`src/rtl/box_filter_mip_chain_top_assert.svh`:
```
// assertion macros for the mip chain top level
`ifndef BOX_FILTER_MIP_CHAIN_TOP_ASSERT_SVH
`define BOX_FILTER_MIP_CHAIN_TOP_ASSERT_SVH
// implication checked on every clock outside reset
`define BFM_ASSERT_IMP(label, clk, rst, cond, expr, msg) \
   label: assert property (@(posedge clk) disable iff (rst) (cond) |-> (expr)) \
      else $error(msg);
// next-cycle implication outside reset
`define BFM_ASSERT_NXT(label, clk, rst, cond, expr, msg) \
   label: assert property (@(posedge clk) disable iff (rst) (cond) |=> (expr)) \
      else $error(msg);
`endif

```
`src/rtl/bfm_pkg.sv`:
```
// ----------------------------------------------------------------------------
// bfm_pkg
// types and constants shared by the box filter mip chain modules
// ----------------------------------------------------------------------------
`default_nettype none
package bfm_pkg;
   localparam int MaxDimDefault    = 2048;
   localparam int MaxLevelsDefault = 12;
   localparam int CfgIdxWidth      = 2;
   localparam logic [CfgIdxWidth-1:0] CSR_WIDTH  = 2'd0;
   localparam logic [CfgIdxWidth-1:0] CSR_HEIGHT = 2'd1;
   localparam logic [CfgIdxWidth-1:0] CSR_MIPEN  = 2'd2;

   typedef struct packed {
      logic [7:0] alpha_in;
      logic [7:0] red_in;
      logic [7:0] green_in;
      logic [7:0] blue_in;
   } req_type;

   typedef struct packed {
      logic [3:0]  mip_level;
      logic [10:0] pixel_x;
      logic [10:0] pixel_y;
      logic [7:0]  blue_out;
      logic [7:0]  green_out;
      logic [7:0]  red_out;
      logic [7:0]  alpha_out;
      logic        last_of_run;
      logic        image_done;
   } rsp_type;

   // controller -> datapath commands
   typedef struct packed {
      logic load;     // capture a new input pixel, start at level 0
      logic lookup;   // read row store for current level
      logic compute;  // update state and form the result
      logic emit;     // result handed to output register
      logic clear;    // restart all positions
   } cmd_type;

   // datapath -> controller status
   typedef struct packed {
      logic cont;     // another level follows this one
   } sts_type;

   function automatic logic [7:0] avg4(input logic [7:0] a, input logic [7:0] b,
                                       input logic [7:0] c, input logic [7:0] d);
      logic [9:0] s;
      s = 10'(a) + 10'(b) + 10'(c) + 10'(d) + 10'd2;
      return s[9:2];
   endfunction

   function automatic logic [31:0] box4(input logic [31:0] a, input logic [31:0] b,
                                        input logic [31:0] c, input logic [31:0] d);
      logic [31:0] r;
      for (int i = 0; i < 4; i++)
         r[i*8 +: 8] = avg4(a[i*8 +: 8], b[i*8 +: 8], c[i*8 +: 8], d[i*8 +: 8]);
      return r;
   endfunction
endpackage
`default_nettype wire

```
`src/rtl/bfm_ctrl.sv`:
```
// ----------------------------------------------------------------------------
// bfm_ctrl
// sequencer: accept a pixel, then walk the levels one at a time
// ----------------------------------------------------------------------------
`default_nettype none
module bfm_ctrl import bfm_pkg::*; (
   input  wire logic    clock,
   input  wire logic    reset,
   input  wire logic    req_valid,
   output logic         req_stall,
   input  wire logic    out_busy,
   input  wire logic    cfg_write,
   input  sts_type      sts,
   output cmd_type      cmd
);
   typedef enum logic [2:0] {
      ST_IDLE = 3'b001,
      ST_READ = 3'b010,
      ST_CALC = 3'b100
   } state_type;

   state_type state_ff, state_in;

   always_comb begin
      state_in    = state_ff;
      cmd         = '0;
      cmd.clear   = cfg_write;
      req_stall   = (state_ff != ST_IDLE);
      unique case (state_ff)
         ST_IDLE: begin
            if (req_valid) begin
               cmd.load = 1'b1;
               state_in = ST_READ;
            end
         end
         ST_READ: begin
            cmd.lookup = 1'b1;
            state_in   = ST_CALC;
         end
         ST_CALC: begin
            // wait for the output register to free up
            if (!out_busy) begin
               cmd.compute = 1'b1;
               cmd.emit    = 1'b1;
               state_in    = sts.cont ? ST_READ : ST_IDLE;
            end
         end
         default: state_in = ST_IDLE;
      endcase
   end

   always_ff @(posedge clock) begin
      if (reset) state_ff <= ST_IDLE;
      else       state_ff <= state_in;
   end
endmodule
`default_nettype wire

```
`config.mk`:
```
export PLATFORM = sky130hd
export DESIGN_NAME = bfm_ctrl
export DESIGN_NICKNAME = d
export VERILOG_FILES = /design/src/rtl/box_filter_mip_chain_top_assert.svh /design/src/rtl/bfm_pkg.sv /design/src/rtl/bfm_ctrl.sv
export SDC_FILE = /design/constraint.sdc
export NUM_CORES = 1
export LEC_CHECK = 0
export BUFFER_PORTS_ARGS = -buffer_cell sky130_fd_sc_hd__clkbuf_2
export CAP_MARGIN = 20
export CORE_AREA = 4 4 41 43
export CTS_CLUSTER_DIAMETER = 30
export DETAILED_ROUTE_END_ITERATION = 8
export DIE_AREA = 0 0 45 47
export SYNTH_ARGS = -nofsm -noshare
export SYNTH_HDL_FRONTEND = slang
export SYNTH_SLANG_ARGS = --single-unit
```
`constraint.sdc`:
```
create_clock -name clock -period 1.55 [get_ports clock]
set_input_delay 0.31 -clock clock [delete_from_list [all_inputs] [get_ports clock]]
set_output_delay 0.31 -clock clock [all_outputs]
set_load 0.03 [all_outputs]
```
==> out/results.ini <==
[status]
status = complete, no violations

[worst_setup_path]
crit_fanout = 6
r2r_start = state_ff[0]$_SDFFE_PP1P_
end_kind = output pin
cp.arrival_ns = 1.17
cp-start-kind = flop
r2r_slack_ns = 0.60
crit_required_ns = 1.24
r2r_cells = 3
timing.rr.end = state_ff[1]$_SDFFE_PP0P_
path_class = flop to output pin

[drt]
antenna_left = 0
via_per_inst = 3.76
drtPass1Iterations = 2
wl_um = 422
dr.first_iter.drc_count = 2
wl_per_cell_um = 9.38
vias = 169
drc_errors = 0

[flow_run]
cap_violations = 0

[floorplanning]
core_um2 = 1300
core.rowCount = 13
die_width_um = 45
die_area_um2 = 2120
dieHeight_um = 47
initial_utilization_pct = 13.4
ios = 12

[cells_and_area]
fin_cells = 45
fillers = 157
num_antenna_cells = 0
reg_top3 = state_ff x3
finalNetCount = 37
multi_input_area_um2 = 104
seq_area_um2 = 61.3
drive_above_1_share_pct = 53.3
syn2layout_area_growth_pct = 48.9
top_register = state_ff
largest_register_ffs = 3

[clock_network]
clk_latency_ns = 0.23
root_buffer = clkbuf_4
numClockSinks = 3
cts_setup_buffers = 0
cts-htree-levels = 1
clk_pin_slew_ns = 0.04
clk_path_buf_depth = 2
hold_buffers = 0
post_cts_resize_count = 0
numCtsBuffers = 3
cts_tree = built

[min_path]
hold_path_end = state_ff[1]$_SDFFE_PP0P_
hp-class = primary input to flop
min_from = reset
whs_path_depth = 2

[grt]
globalRouteOverflowTotal = 0
antenna_found_initial = 0
grt_pass1_wl_um = 710
grt_pass1_vias = 175
grt_max_degree = 7
track_usage_pct = 5.45

[timing]
relSlewSlack_pct = 80.3
final-setup-viol-count = 0
slew_viol_final = 0
timing.fmax_ghz = 0.676
skew_ns = 0.00135
tightest_slew_ns = 0.291
whs_ns = 0.281
final_min_period_over_clock_period_pct = 95.4
finalCriticalPeriod_ns = 1.48
hold_violations = 0
setup_tns_ns = 0
rsz0062_at_grt = no

[pwr]
p_leak_nw = 0.112
power_mw = 0.269
ir_drop_v = 0.000223
power_density_nw_per_um2 = 1040

[logic_synthesis]
synthCells = 19
synth_fp_nets = 25
synth_cell_types = 14
seq_area_frac_synth_pct = 34.5
ys_seq_elements = 3
netlist_area_um2 = 174
syn_avg_cell_area_um2 = 9.15
ys_warn_count = 0

[place]
gp_congestion = 0.682
dp.cells = 41
portBuffers = 9

-- cells in the mapped netlist (all sizes together) --
library cell / instances / area [µm²]
and4bb: 1 / 16.3
a211oi: 1 / 7.51
a21oi: 1 / 5.00
nand2: 1 / 3.75
inv: 1 / 3.75
nand3b: 1 / 7.51
nor4b: 2 / 23.8
dfxtp: 3 / 60.1
nor2: 4 / 17.5
o31ai: 1 / 7.51
buf: 2 / 15.0
nand2b: 1 / 6.26
-- cells by family (layout without fill, tap and decap cells) --
group,after synthesis,count (layout),synth area share (%)
buffers and inverters,3,14,10.8
AND/OR/NAND/NOR,10,10,43.2
flip-flops,3,3,34.5
AO/OA/AOI/OAI,3,3,11.5
-- final cells by class --
class	instances	share of cell area (%)
tap	15	7.25
multi-input combinational	13	40.1
inverter	1	1.45
clock buffer	4	10.1
sequential	3	23.7
timing repair buffer	9	17.4
-- worst max-delay path: stages, from the launching register on --
cell,delay [ns]
dfxtp_1,0.45
and4bb_4,0.29
clkbuf_2,0.21
-- metal layers --
layer	vias to the layer above	track usage (%)	wire length, µm
li1	88	-	-
met1	72	5.45	205
met2	9	6.21	152
met3	0	4.21	64
met4	0	7.02	0
met5	-	0	0
-- through the flow --
step                      area [µm²]  util, %  setup slack (ns)
after global routing             259     19.9           0.00341
after detailed placement         231     17.8             0.285
after floorplan                  183        -            0.0859
after global placement           231     17.8             0.320
after CTS                        258     19.8            0.0307
final                            259     19.9            0.0710
-- power by group --
| group | switching (mW) | internal (mW) | total (mW) |
|---|---|---|---|
| logic | 0.0268 | 0.0175 | 0.0443 |
| registers | 0.00740 | 0.0822 | 0.0896 |
| clock network | 0.0384 | 0.0964 | 0.135 |
-- worst max path at each step --
stage,from,endpoint,slack [ns]
after floorplan,state_ff[0]$_SDFFE_PP1P_,cmd[2],0.09
after global placement,out_busy,cmd[2],0.32
after detailed placement,state_ff[0]$_SDFFE_PP1P_,cmd[1],0.29
after CTS,state_ff[0]$_SDFFE_PP1P_,cmd[1],0.03
after global routing,state_ff[0]$_SDFFE_PP1P_,cmd[4],0.003
final,state_ff[0]$_SDFFE_PP1P_,cmd[4],0.07
-- layout by cell type, fill, tap and decap left out, drive strengths merged, types with 2 or more instances in the layout --
cell	n
buf	2
clkbuf	11
dfxtp	3
nor2	4
nor4b	2
(Power assumes the default switching activity.)
